**src/hdl/stap_pkg.sv**
```systemverilog
`default_nettype none
package stap_pkg;

    localparam int CORDIC_STEPS = 16;
    localparam logic signed [31:0] CORDIC_GAIN_Q30 = 32'sd652032874;
    localparam int COS_FRAC_BITS = 30;

    typedef enum logic [1:0] {
        CMD_LOAD_ARMOR  = 2'd0,
        CMD_LOAD_CENTER = 2'd1,
        CMD_ADVANCE     = 2'd2,
        CMD_NONE        = 2'd3
    } cmd_t;

    typedef enum logic [1:0] {
        REG_VEL_X    = 2'd0,
        REG_VEL_Y    = 2'd1,
        REG_VEL_Z    = 2'd2,
        REG_YAW_RATE = 2'd3
    } reg_index_t;

    typedef struct packed {
        logic [1:0]         cmd;
        logic [1:0]         armor_index;
        logic signed [15:0] armor_angle;
        logic [17:0]        armor_radius;
        logic signed [23:0] armor_height;
        logic signed [23:0] center_x;
        logic signed [23:0] center_y;
        logic [31:0]        timestamp;
    } word_t;

    typedef struct packed {
        logic [1:0]         out_index;
        logic signed [23:0] pos_x;
        logic signed [23:0] pos_y;
        logic signed [23:0] pos_z;
        logic signed [15:0] yaw;
        logic               last;
    } result_t;

    function automatic logic signed [15:0] atan_entry(input logic [3:0] i);
        logic signed [15:0] r;
        unique case (i)
            4'd0: r = 16'sd8192;
            4'd1: r = 16'sd4836;
            4'd2: r = 16'sd2555;
            4'd3: r = 16'sd1297;
            4'd4: r = 16'sd651;
            4'd5: r = 16'sd326;
            4'd6: r = 16'sd163;
            4'd7: r = 16'sd81;
            4'd8: r = 16'sd41;
            4'd9: r = 16'sd20;
            4'd10: r = 16'sd10;
            4'd11: r = 16'sd5;
            4'd12: r = 16'sd3;
            4'd13: r = 16'sd1;
            4'd14: r = 16'sd1;
            default: r = 16'sd0;
        endcase
        return r;
    endfunction

    function automatic logic signed [23:0] sat24(input logic signed [63:0] v);
        logic signed [23:0] r;
        if (v > 64'sd8388607)
            r = 24'sh7FFFFF;
        else if (v < -64'sd8388608)
            r = 24'sh800000;
        else
            r = v[23:0];
        return r;
    endfunction

endpackage
`default_nettype wire

```
**src/hdl/stap_front.sv**
```systemverilog
`default_nettype none
module stap_front
    import stap_pkg::*;
(
    input  wire logic  clk,
    input  wire logic  rst_n,
    input  wire logic  push,
    output logic       full,
    input  wire word_t in_word,
    output word_t      q_word,
    output logic       q_valid,
    input  wire logic  q_take
);

    localparam int DEPTH = 2;

    word_t      mem_reg [DEPTH];
    logic       wr_ptr_reg, rd_ptr_reg;
    logic [1:0] count_reg;
    logic       do_push, do_pop;

    // Commands with no effect are dropped here and never reach the back part.
    assign full    = (count_reg == 2'(DEPTH));
    assign do_push = push && !full && (in_word.cmd != CMD_NONE);
    assign q_valid = (count_reg != 2'd0);
    assign do_pop  = q_valid && q_take;
    assign q_word  = mem_reg[rd_ptr_reg];

    always_ff @(posedge clk)
    begin
        if (do_push)
            mem_reg[wr_ptr_reg] <= in_word;
    end

    always_ff @(posedge clk or negedge rst_n)
    begin
        if (!rst_n)
        begin
            wr_ptr_reg <= 1'b0;
            rd_ptr_reg <= 1'b0;
            count_reg  <= 2'd0;
        end
        else
        begin
            if (do_push)
                wr_ptr_reg <= ~wr_ptr_reg;
            if (do_pop)
                rd_ptr_reg <= ~rd_ptr_reg;
            count_reg <= count_reg + 2'(do_push) - 2'(do_pop);
        end
    end

endmodule
`default_nettype wire

```
**config.mk**
```make
export PLATFORM = sky130hd
export DESIGN_NAME = stap_front
export DESIGN_NICKNAME = d
export VERILOG_FILES = /design/src/hdl/stap_pkg.sv /design/src/hdl/stap_front.sv
export SDC_FILE = /design/constraint.sdc
export NUM_CORES = 1
export LEC_CHECK = 0
export BUFFER_PORTS_ARGS = -buffer_cell sky130_fd_sc_hd__clkbuf_2
export CELL_PAD_IN_SITES_DETAIL_PLACEMENT = 0
export CELL_PAD_IN_SITES_GLOBAL_PLACEMENT = 2
export CORE_UTILIZATION = 39
export DETAILED_ROUTE_END_ITERATION = 7
export PLACE_DENSITY_LB_ADDON = 0.1
export REMOVE_ABC_BUFFERS = 1
export SYNTH_ARGS = -nofsm -noshare
export SYNTH_HDL_FRONTEND = slang
export SYNTH_SLANG_ARGS = --single-unit
```
**constraint.sdc**
```tcl
create_clock -name clk -period 8.7 [get_ports clk]
set_input_delay 0.435 -clock clk [delete_from_list [all_inputs] [get_ports clk]]
set_output_delay 0.435 -clock clk [all_outputs]
set_load 0.01 [all_outputs]
```
Word-level counts from Yosys, hierarchy flattened
Memories as Yosys holds them, arrays and structs flattened.
Cells that the tools add are included.
{ "totals": {"ram_bits": 284, "elab_cells": 17, "inputBits": 146, "mem_count": 1, "out_inout_bits": 144, "reg_bits": 4} }
{ "mem_list": {"columns": ["memory", "depth", "width", "rd", "rd_clocked_by_memory_dff", "wr", "line", "rtl"], "rows": [
  ["mem_reg", 2, 142, 1, 0, 1, "stap_front.sv:17", "word_t mem_reg [DEPTH];"]
]} }
{ "classes": {"n_addsub": 2, "muxes": 2, "bitwise": 2, "eq_ne": 2, "reduce_logical": 5} }
{ "op_table": {"columns": ["operator", "count"], "rows": [
  ["logical AND 1 bit", 3],
  ["adder 2 x 1 -> 2 bit", 1],
  ["equality test 2 bit, second input constant", 1],
  ["2-to-1 mux 1 bit", 2],
  ["!= test 2 bit, second input constant", 1],
  ["inverter 1 bit", 2],
  ["nonzero test 2 bit", 1],
  ["subtractor 2 x 1 -> 2 bit", 1],
  ["logical NOT 1 bit", 1]
]} }

Longest topological paths before layout
{ "logic_depth": {"ltp_word": 6, "depth_mapped": 7, "ltp_nobuf": 7} }

Worst setup path after synthesis
No wires, ideal clock.
{ "synth_path": {"path_type": "register to register", "startpoint": "reg count_reg[1]", "endpoint": "mem mem_reg[0][0] (netlist bit) (enable)", "required_ns": 8.054, "n_path_buf": 0, "stages_incl_launch_ff": 4, "synth_period_minus_slack_ns": 7.347, "slack_ns": 1.353, "t_arrival_ns": 6.701, "setup_ns": 0.646, "cell_sequence": "dfrtp_1 nor2b_1 nand3b_1 nor2_1"} }
{ "synth_via": {"elab_chain_cells": 6} }
{ "synth_lines": {"columns": ["element", "line", "rtl"], "rows": [
  ["start, declared", "stap_front.sv:19", "logic [1:0] count_reg;"],
  ["start signal, assigned", "stap_front.sv:49", "count_reg <= count_reg + 2'(do_push) - 2'(do_pop);"],
  ["equality test 2 bit", "stap_front.sv:23", "assign full = (count_reg == 2'(DEPTH));"],
  ["named net full", "stap_front.sv:8", "output logic full,"],
  ["logical NOT 1 bit", "stap_front.sv:24", "assign do_push = push && !full && (in_word.cmd != CMD_NONE);"],
  ["logical AND 1 bit (2 in a row)", "stap_front.sv:24", null],
  ["2-to-1 mux 1 bit", "stap_front.sv:31", "if (do_push)"],
  ["2-to-1 mux 1 bit (not written as such)", "stap_front.sv:32", "mem_reg[wr_ptr_reg] <= in_word;"],
  ["end, declared", "stap_front.sv:17", null]
]} }
The timed path passes the listed nets, and every way through them passes these cells.

==> impl_metrics.yaml <==
die:
  coreArea_sq_um: 27000
  initial_core_util_pct: 39.8
  dieWidth_microns: 168
  die_y_microns: 168
  die_area_sq_um: 28200
  ios: 290
  rows: 60
synth:
  synth_async_sr_flop_share_pct: 1.39
  ys_ff_latch: 288
  syn_inst: 461
  yosysSeqAreaShare_pct: 80.4
  syn_area_per_cell_sq_um: 23.3
  synth_commonest_cells: "edfxtp_1 (284), mux2_2 (72), mux2_4 (70)"
  synth_edf_count: 284
  synthAdderAreaFrac_pct: 0.233
  synth_top_area_share_pct: 79.5
  synth_compound_area_share_pct: 0
  yosysWarningCount: 0
  synthFlopType: "edfxtp_1"
  synth_cell_type_count: 16
  syn_area_sq_um: 10700
  synth_top_family_by_area: "multiplexers"
  synth_top_cell_by_area: "edfxtp_1"
  yosys.area_share.simple_pct: 0.350
  synth.most_common_cell: "edfxtp_1"
  yosys-top-cells-area: "edfxtp_1 (79%), mux2_4 (9.8%), mux2_2 (7.6%)"
  synth_mux_area_share_pct: 17.3
  synth_xor_xnor_area_share_pct: 0.326
critical_path:
  r2r_end: "mem_reg[1][15]"
  worst_setup_path_start_kind: "register"
  path_buf_inv: 2
  worstPathArrival_ns: 3.38
  rr_worst_depth: 4
  critPathTopFamily: "flip-flops"
  worstReg2RegStart: "count_reg[1]"
  cp-end-kind: "output pin"
  critPathSlowestCell: "dfrtp_4"
  path_max_fanout: 75
  crit_cells: 3
  cp_slowest_stage_delay_ns: 1.19
  required_ns: 8.27
  cp_cell_sequence: "buf_4 > mux2_2 > clkbuf_2"
  critPathKind: "reg -> out"
  reg2reg_slack_ns: 5.93
global_route:
  grtUsageTotal_pct: 14.3
  antenna_found_initial: 2
  grt-ovfl-total: 0
  grt_first_pass_wirelength_mm: 30.9
  grt_pass1_vias: 5595
  grt_max_degree: 76
placed_design:
  dp_hpwl_mm: 13.5
  numPortBuffers: 289
  gp_congestion: 0.714
detailed_routing:
  drcViolationCount: 0
  drt-initial-drc-count: 258
  dr_total_vias: 5260
  dr.pass1.iters: 4
  viasPerCell: 4.62
  totalWireLength_mm: 20.7
  ant_nets: 0
  wl_per_cell_microns: 18.2
worst_hold_path:
  hold_start: "in_word[37]"
  min_path_cells: 1
  hold_class: "in -> reg"
  min_to: "mem_reg[1][37]"
pwr:
  power.leakage_nw: 5.26
  peakVddDrop_mv: 0.176
  power_density_nw_per_um2: 324
  design_power_total_mw: 4.37
timing:
  period_minus_slack_ns: 3.82
  rsz0062_at_grt: "false"
  tns_ns: 0
  drv_slew: 0
  skew_ns: 0.0176
  relSlewSlack_pct: 17.4
  worst_pin_slew_ns: 1.24
  finalSetupViolCount: 0
  fmax_mhz: 262
  min_period_over_period_pct: 43.9
  hold_viol_final: 0
run:
  drv_cap: 0
cts:
  htreeDepth: 1
  path_clk_slew_ns: 0.06
  cts_tree: "built"
  cts_buffers: 31
  ctsLongestPathBuffers: 3
  clock_latency_ns: 0.54
  cts_root_buffer: "clkbuf_16"
  post_cts_buffers: 0
  clock_sinks: 288
finish:
  area_delta_synth_final_pct: 25.6
  drive_gt1_share_pct: 60.6
  largest_reg_flops: 284
  nNetsFinal: 921
  fin_util_pct: 50.0
status:
  status: "finished, final reports clean"
[power by group]
group / internal [mW] / leakage [nW] / total (mW) / switching, mW
Combinational: 0.612 / 2.14 / 1.21 / 0.597
Sequential: 1.82 / 2.66 / 1.95 / 0.136
Clock: 0.711 / 0.459 / 1.21 / 0.497
Total: 3.14 / 5.26 / 4.37 / 1.23
[final cells by class]
cell class	count	area [sq um]
Fill cell	2276	13500
Sequential cell	288	8630
Multi-Input combinational cell	155	1970
Timing Repair Buffer	295	1490
Clock buffer	47	866
Tap cell	341	427
Clock inverter	9	75.1
Inverter	2	7.51
Antenna cell	2	5.00
[cells in the final DEF, fill, tap and decap left out, types with 2 or more instances in the layout]
cell type,netlist,routed
buf_4,0,5
diode_2,0,2
clkinv_2,0,5
ha_1,2,2
dfrtp_1,4,3
nor2_4,0,2
xnor2_1,3,3
clkbuf_2,0,289
inv_1,2,2
clkbuf_1,0,13
mux2_2,72,72
clkbuf_16,0,31
mux2_4,70,70
edfxtp_1,284,284
clkbuf_8,0,3
[metrics by stage]
step	std cells	hold WS, ns	setup slack, ns	cell area [sq um]
6_report	1139	0.0761	4.88	13500
5_1_grt	1139	0.0580	4.65	13500
4_1_cts	1137	0.0456	4.72	13500
3_5_place_dp	1080	0.255	5.33	12500
3_3_place_gp	1080	0.251	5.39	12500
2_1_floorplan	445	0.139	1.35	10600
[how the worst max path moves through the flow]
stage | startpoint | end | slack [ns]
final | rd_ptr_reg | q_word[48] | 4.88
after detailed placement | rd_ptr_reg | q_word[48] | 5.33
after global routing | rd_ptr_reg | q_word[48] | 4.65
after CTS | rd_ptr_reg | q_word[48] | 4.72
after global placement | rd_ptr_reg | q_word[48] | 5.39
after floorplan | count_reg[1] | mem_reg[0][0] | 1.35
[layer usage]
metal | track usage [%] | vias to the layer above | routed length, microns
li1 | - | 2468 | -
met1 | 17.1 | 2581 | 8220
met2 | 24.4 | 181 | 10400
met3 | 4.80 | 30 | 1730
met4 | 4.51 | 0 | 397
met5 | 0 | - | 0
[cells by family (layout without fill, tap and decap cells)]
logic type               after synthesis  count (layout)
AND/OR/NAND/NOR                        7               7
adder cells (fa/ha/maj)                2               2
buffers and inverters                 18             353
multiplexers                         142             142
XOR/XNOR                               4               4
other                                  0               2
flip-flops                           288             288
[repair_timing]
| action | in CTS | in global routing |
|---|---|---|
| hold endpoints to repair | 4 | 0 |
| hold buffers | 1 | 0 |
| gates resized for setup | 0 | 0 |
Power figures use the tool's default switching activity.
