===== src/hdl/stap_pkg.sv =====
`default_nettype none
package stap_pkg;

    localparam int CORDIC_STEPS = 16;
    localparam logic signed [31:0] CORDIC_GAIN_Q30 = 32'sd652032874;
    localparam int COS_FRAC_BITS = 30;

    typedef enum logic [1:0] {
        CMD_LOAD_ARMOR  = 2'd0,
        CMD_LOAD_CENTER = 2'd1,
        CMD_ADVANCE     = 2'd2,
        CMD_NONE        = 2'd3
    } cmd_t;

    typedef enum logic [1:0] {
        REG_VEL_X    = 2'd0,
        REG_VEL_Y    = 2'd1,
        REG_VEL_Z    = 2'd2,
        REG_YAW_RATE = 2'd3
    } reg_index_t;

    typedef struct packed {
        logic [1:0]         cmd;
        logic [1:0]         armor_index;
        logic signed [15:0] armor_angle;
        logic [17:0]        armor_radius;
        logic signed [23:0] armor_height;
        logic signed [23:0] center_x;
        logic signed [23:0] center_y;
        logic [31:0]        timestamp;
    } word_t;

    typedef struct packed {
        logic [1:0]         out_index;
        logic signed [23:0] pos_x;
        logic signed [23:0] pos_y;
        logic signed [23:0] pos_z;
        logic signed [15:0] yaw;
        logic               last;
    } result_t;

    function automatic logic signed [15:0] atan_entry(input logic [3:0] i);
        logic signed [15:0] r;
        unique case (i)
            4'd0: r = 16'sd8192;
            4'd1: r = 16'sd4836;
            4'd2: r = 16'sd2555;
            4'd3: r = 16'sd1297;
            4'd4: r = 16'sd651;
            4'd5: r = 16'sd326;
            4'd6: r = 16'sd163;
            4'd7: r = 16'sd81;
            4'd8: r = 16'sd41;
            4'd9: r = 16'sd20;
            4'd10: r = 16'sd10;
            4'd11: r = 16'sd5;
            4'd12: r = 16'sd3;
            4'd13: r = 16'sd1;
            4'd14: r = 16'sd1;
            default: r = 16'sd0;
        endcase
        return r;
    endfunction

    function automatic logic signed [23:0] sat24(input logic signed [63:0] v);
        logic signed [23:0] r;
        if (v > 64'sd8388607)
            r = 24'sh7FFFFF;
        else if (v < -64'sd8388608)
            r = 24'sh800000;
        else
            r = v[23:0];
        return r;
    endfunction

endpackage
`default_nettype wire


===== src/hdl/stap_outq.sv =====
`default_nettype none
module stap_outq
    import stap_pkg::*;
(
    input  wire logic    clk,
    input  wire logic    rst_n,
    input  wire result_t in_res,
    input  wire logic    in_valid,
    output logic         in_take,
    output result_t      out_res,
    output logic         empty,
    input  wire logic    pop
);

    result_t    mem_reg [2];
    logic       wr_ptr_reg, rd_ptr_reg;
    logic [1:0] count_reg;
    logic       do_push, do_pop;

    assign in_take = (count_reg != 2'd2);
    assign do_push = in_valid && in_take;
    assign empty   = (count_reg == 2'd0);
    assign do_pop  = pop && !empty;
    assign out_res = mem_reg[rd_ptr_reg];

    always_ff @(posedge clk)
    begin
        if (do_push)
            mem_reg[wr_ptr_reg] <= in_res;
    end

    always_ff @(posedge clk or negedge rst_n)
    begin
        if (!rst_n)
        begin
            wr_ptr_reg <= 1'b0;
            rd_ptr_reg <= 1'b0;
            count_reg  <= 2'd0;
        end
        else
        begin
            if (do_push)
                wr_ptr_reg <= ~wr_ptr_reg;
            if (do_pop)
                rd_ptr_reg <= ~rd_ptr_reg;
            count_reg <= count_reg + 2'(do_push) - 2'(do_pop);
        end
    end

endmodule
`default_nettype wire


===== config.mk =====
export PLATFORM = sky130hd
export DESIGN_NAME = stap_outq
export DESIGN_NICKNAME = d
export VERILOG_FILES = /design/src/hdl/stap_pkg.sv /design/src/hdl/stap_outq.sv
export SDC_FILE = /design/constraint.sdc
export NUM_CORES = 1
export LEC_CHECK = 0
export BUFFER_PORTS_ARGS = -buffer_cell sky130_fd_sc_hd__buf_4
export CAP_MARGIN = 20
export CORE_MARGIN = 4
export CORE_UTILIZATION = 38
export CTS_CLUSTER_DIAMETER = 80
export CTS_CLUSTER_SIZE = 10
export DETAILED_ROUTE_END_ITERATION = 8
export PLACE_DENSITY = 0.68
export SYNTH_ARGS = -nofsm -noshare
export SYNTH_HDL_FRONTEND = slang
export SYNTH_SLANG_ARGS = --single-unit

===== constraint.sdc =====
create_clock -name clk -period 4.9 [get_ports clk]
set_input_delay 0 -clock clk [delete_from_list [all_inputs] [get_ports clk]]
set_output_delay 0 -clock clk [all_outputs]
set_load 0.03 [all_outputs]

### Word-level counts from Yosys, hierarchy flattened

Memories as Yosys holds them, arrays and structs flattened.
Cells that the tools add are included.

| operators by class | value |
|---|---|
| reduce and logical (&&, ||, !) cells | 4 |
| bitwise logic cells | 2 |
| multiplexer cells | 2 |
| $add $sub $neg | 2 |
| equal/unequal tests | 1 |

Operators by type and width:

| operator | number |
|---|---|
| $add 2x1->2 | 1 |
| $logic_and 1x1->1 | 2 |
| $logic_not 2->1 | 1 |
| $mux 1 | 2 |
| $ne 2x2->1 const B | 1 |
| $not 1->1 | 2 |
| $sub 2x1->2 | 1 |
| $logic_not 1->1 | 1 |

| word-level totals | value |
|---|---|
| memory bits (writable) | 182 |
| input bits | 95 |
| register bits | 4 |
| word-level logic and storage cells | 15 |
| memories kept | 1 |
| output and inout bits | 93 |

Memory list:

| memory | words | bits a word | read ports | clocked after memory_dff | wr ports | RTL line | RTL |
|---|---|---|---|---|---|---|---|
| mem_reg | 2 | 91 | 1 | 0 | 1 | stap_outq.sv:15 | `result_t mem_reg [2];` |

### Logic depth before layout (Yosys ltp)

| depth | value |
|---|---|
| depth after elaboration | 4 |
| mapped depth | 7 |
| depth with buffers taken out | 7 |

### Worst setup path after synthesis

No wires, ideal clock.

| timing | value |
|---|---|
| kind | reg-to-reg |
| start point | reg count_reg[1] |
| end point | mem mem_reg[0][0] in the netlist's numbering (enable) |
| buffers on the path | 0 |
| data required time | 4.358 ns |
| setup time | 0.542 ns |
| arrival time | 4.643 ns |
| setup slack | -0.285 ns |
| cell stages (with the launch flop) | 4 |
| period minus slack after synthesis | 5.185 ns |
| cells stage by stage | dfrtp_1 > nand2b_1 > nand2_1 > nor2_1 |

| between the ends | value |
|---|---|
| cells in the longest elaborated chain, start to end | 4 |

RTL lines:

| element | RTL line | RTL |
|---|---|---|
| from (decl) | stap_outq.sv:17 | `logic [1:0] count_reg;` |
| from (signal assigned) | stap_outq.sv:46 | `count_reg <= count_reg + 2'(do_push) - 2'(do_pop);` |
| $ne 2x2->1 | stap_outq.sv:20 | `assign in_take = (count_reg != 2'd2);` |
| net in_take | stap_outq.sv:9 | `output logic in_take,` |
| $logic_and 1x1->1 | stap_outq.sv:21 | `assign do_push = in_valid && in_take;` |
| $mux 1 | stap_outq.sv:28 | `if (do_push)` |
| $mux 1 (not written as such) | stap_outq.sv:29 | `mem_reg[wr_ptr_reg] <= in_res;` |
| to (decl) | stap_outq.sv:15 |  |

The timed path passes the listed nets, and every way through them passes these cells.

### Final worst setup path

| timing | value |
|---|---|
| start point | reg count_reg[1] |
| end point | mem mem_reg[0][41] in the netlist's numbering (enable) |

| between the ends | value |
|---|---|
| cells in the longest elaborated chain, start to end | 4 |

RTL lines:

| element | RTL line |
|---|---|
| $ne 2x2->1 | stap_outq.sv:20 |
| $logic_and 1x1->1 | stap_outq.sv:21 |
| $mux 1 | stap_outq.sv:28 |
| $mux 1 (not written as such) | stap_outq.sv:29 |

Every way passes these cells.

==> flow_metrics.env <==
export IMPL_status="finished clean"
export IMPL_ir_drop_mv=0.578
export IMPL_ys_top_cells_by_count="edfxtp_1, mux2_4, mux2_2"
export IMPL_ys_seq_elements=186
export IMPL_timing_hold_worst_class="in -> reg"
export IMPL_clock_sinks=186
export IMPL_synth_xor_area_share_pct=0.489
export IMPL_clock_latency_ns=0.41
export IMPL_maxSlewViolCount=0
export IMPL_synth_async_sr_flop_share_pct=2.15
export IMPL_tightest_slew_ns=0.933
export IMPL_start_util_pct=39.2
export IMPL_rsz0062_at_grt="no"
export IMPL_synth_cells=300
export IMPL_stdcell_count=837
export IMPL_yosysWarningCount=0
export IMPL_finalCritPeriodShare_pct=52.3
export IMPL_route_detailed_drc=0
export IMPL_p_leak_nw=4.06
export IMPL_cts_buffers=17
export IMPL_drv_cap=0
export IMPL_grt_start_max_net_pins=70
export IMPL_yosys_area_top_type_share_pct=76.3
export IMPL_drive_gt1_share_pct=51.2
export IMPL_via_count=3773
export IMPL_core_um2=18300
export IMPL_synth_top_family_by_area="multiplexers"
export IMPL_track_usage_pct=13.1
export IMPL_synth_area_leaders="edfxtp_1, mux2_4, buf_12"
export IMPL_ys_seq_area_share_pct=77.7
export IMPL_drtAntennaViolNets=0
export IMPL_cp_arrival_ns=2.60
export IMPL_wire_per_inst_um=16.5
export IMPL_overflow=0
export IMPL_fin_nets=692
export IMPL_cpPeakStageDelay_ns=0.79
export IMPL_slowest_stage="buf_4"
export IMPL_gp_congestion=0.718
export IMPL_max_slew_margin_pct=37.8
export IMPL_core_rowCount=49
export IMPL_dpl_worst_slack_ns=2.30
export IMPL_ys_flop_type="edfxtp_1"
export IMPL_largest_reg_flops=182
export IMPL_synthAdderAreaFrac_pct=0.349
export IMPL_io_pins=188
export IMPL_critical_path_class="reg -> reg"
export IMPL_areaGrowthSynthToFinish_pct=42.9
export IMPL_drt_iter0_markers=170
export IMPL_finalSetupTns_ns=0
export IMPL_setup_violations=0
export IMPL_dpl_cell_count=710
export IMPL_path_max_fanout=69
export IMPL_antennaDiodeCount=0
export IMPL_syn_avg_cell_area_um2=23.9
export IMPL_synth_compound_area_share_pct=0
export IMPL_worstPathRequired_ns=4.93
export IMPL_powerDensity_nw_per_um2=595
export IMPL_synth_area_um2=7160
export IMPL_grt_pass1_wl_um=21800
export IMPL_finalCriticalPeriod_ns=2.56
export IMPL_setup_ws_ns=2.34
export IMPL_first_pass_iters=4
export IMPL_dp_hpwl_um=8980
export IMPL_synth_edf_count=182
export IMPL_die_h_um=145
export IMPL_finalHoldViolCount=0
export IMPL_critPathCaptureType="flip-flop"
export IMPL_grt_pass1_vias=4213
export IMPL_io_buffers=187
export IMPL_wirelength_um=13800
export IMPL_yosysMostFrequentCell="edfxtp_1"
export IMPL_synth_nets=397
export IMPL_die_x_um=145
export IMPL_path_clk_slew_ns=0.07
export IMPL_yosys_area_top_type="edfxtp_1"
export IMPL_antenna_found_initial=0
export IMPL_cp_start_kind="flip-flop"
export IMPL_dieArea_um2=21100
export IMPL_clock_skew_ns=0.00749
export IMPL_path_cells="nand2b_1 -> nand2_1 -> nor2_4 -> buf_4"
export IMPL_htree_levels=4
export IMPL_max_clock_freq_mhz=390
export IMPL_whs_ns=0.310
export IMPL_synth_area_mux_share_pct=18.5
export IMPL_cts_tree="built"
export IMPL_synthSimpleGateAreaFrac_pct=0.419
export IMPL_clockRootBuffer="clkbuf_16"
export IMPL_vias_per_cell=4.51
export IMPL_clk_path_buf_depth=2
export IMPL_synth_cell_types=16
## power breakdown
group          switching, mW  total (mW)  internal (mW)
Sequential             0.141        2.32           2.18
Clock                  0.542        1.29          0.748
Combinational           1.38        2.48           1.10
Total                   2.06        6.09           4.03
## layout by cell type (no fill, tap or decap), types with 3 or more instances in the layout
cell type / netlist / routed
buf_4: 0 / 191
clkbuf_1: 0 / 3
clkbuf_16: 0 / 17
clkinv_1: 0 / 3
clkinvlp_4: 0 / 3
dfrtp_1: 4 / 3
dlygate4sd3_1: 0 / 95
edfxtp_1: 182 / 182
mux2_2: 11 / 11
mux2_4: 80 / 80
xnor2_1: 3 / 3
## critical path, delay by kind of cell, from the launching register on
kind	cells	cell delay (ns)
flops	1	0.41
buf+inv	1	0.79
simple gates	3	0.86
## metal layers
layer / GRT usage, % / part of all wire (%)
met3: 4.61 / 5.9
met4: 4.56 / 1.8
met5: 0 / 0
met1: 14.4 / 38
met2: 23.4 / 54
## cells by family after synthesis
| family | count (synthesis) |
|---|---|
| xor+xnor | 4 |
| mux | 91 |
| buf+inv | 11 |
| flops | 186 |
| simple gates | 6 |
| fa+ha+maj | 2 |
## stage by stage
step                utilization [%]  total power [mW]  area, um2
floorplan                         -              4.16       7160
global placement               47.7              4.78       8720
detailed placement             47.7              4.82       8720
CTS                            56.0              6.18      10200
global route                   56.0              6.36      10200
finish                         56.0              6.09      10200
## worst paths after layout
| path | start | to | slack, ns | cells after the start |
|---|---|---|---|---|
| setup / recovery | count_reg[1]$_DFF_PN0_ | mem_reg[0][41]$_DFFE_PP_ | 2.34 | 4 |
| hold / removal | in_res[89] | mem_reg[1][89]$_DFFE_PP_ | 0.31 | 2 |
| setup reg to reg | count_reg[1]$_DFF_PN0_ | mem_reg[0][41]$_DFFE_PP_ | 2.34 | 4 |
| hold reg to reg | count_reg[0]$_DFF_PN0_ | count_reg[0]$_DFF_PN0_ | 0.54 | 1 |
| max in group asynchronous | rst_n | rd_ptr_reg$_DFFE_PN0P_ | 4.20 | 3 |
| min in group asynchronous | rst_n | count_reg[1]$_DFF_PN0_ | 0.50 | 3 |
## area by class of cell
class                   instances  area, um2
well taps                     229        287
clock buffers                  20        437
fillers                      1399       8040
repair buffers                286       2380
flip-flops and latches        186       5570
multi-input cells             103       1430
inverters                       1       3.75
clock inverters                12        125
## what timing repair did
| item | 4_1_cts | 5_1_grt |
|---|---|---|
| hold buffers | 95 | 0 |
| setup buffers | 0 | 0 |
| resized for setup | 0 | 0 |
| endpoints found under the hold margin | 188 | 0 |
No activity file was read; power rests on OpenSTA's default activity.
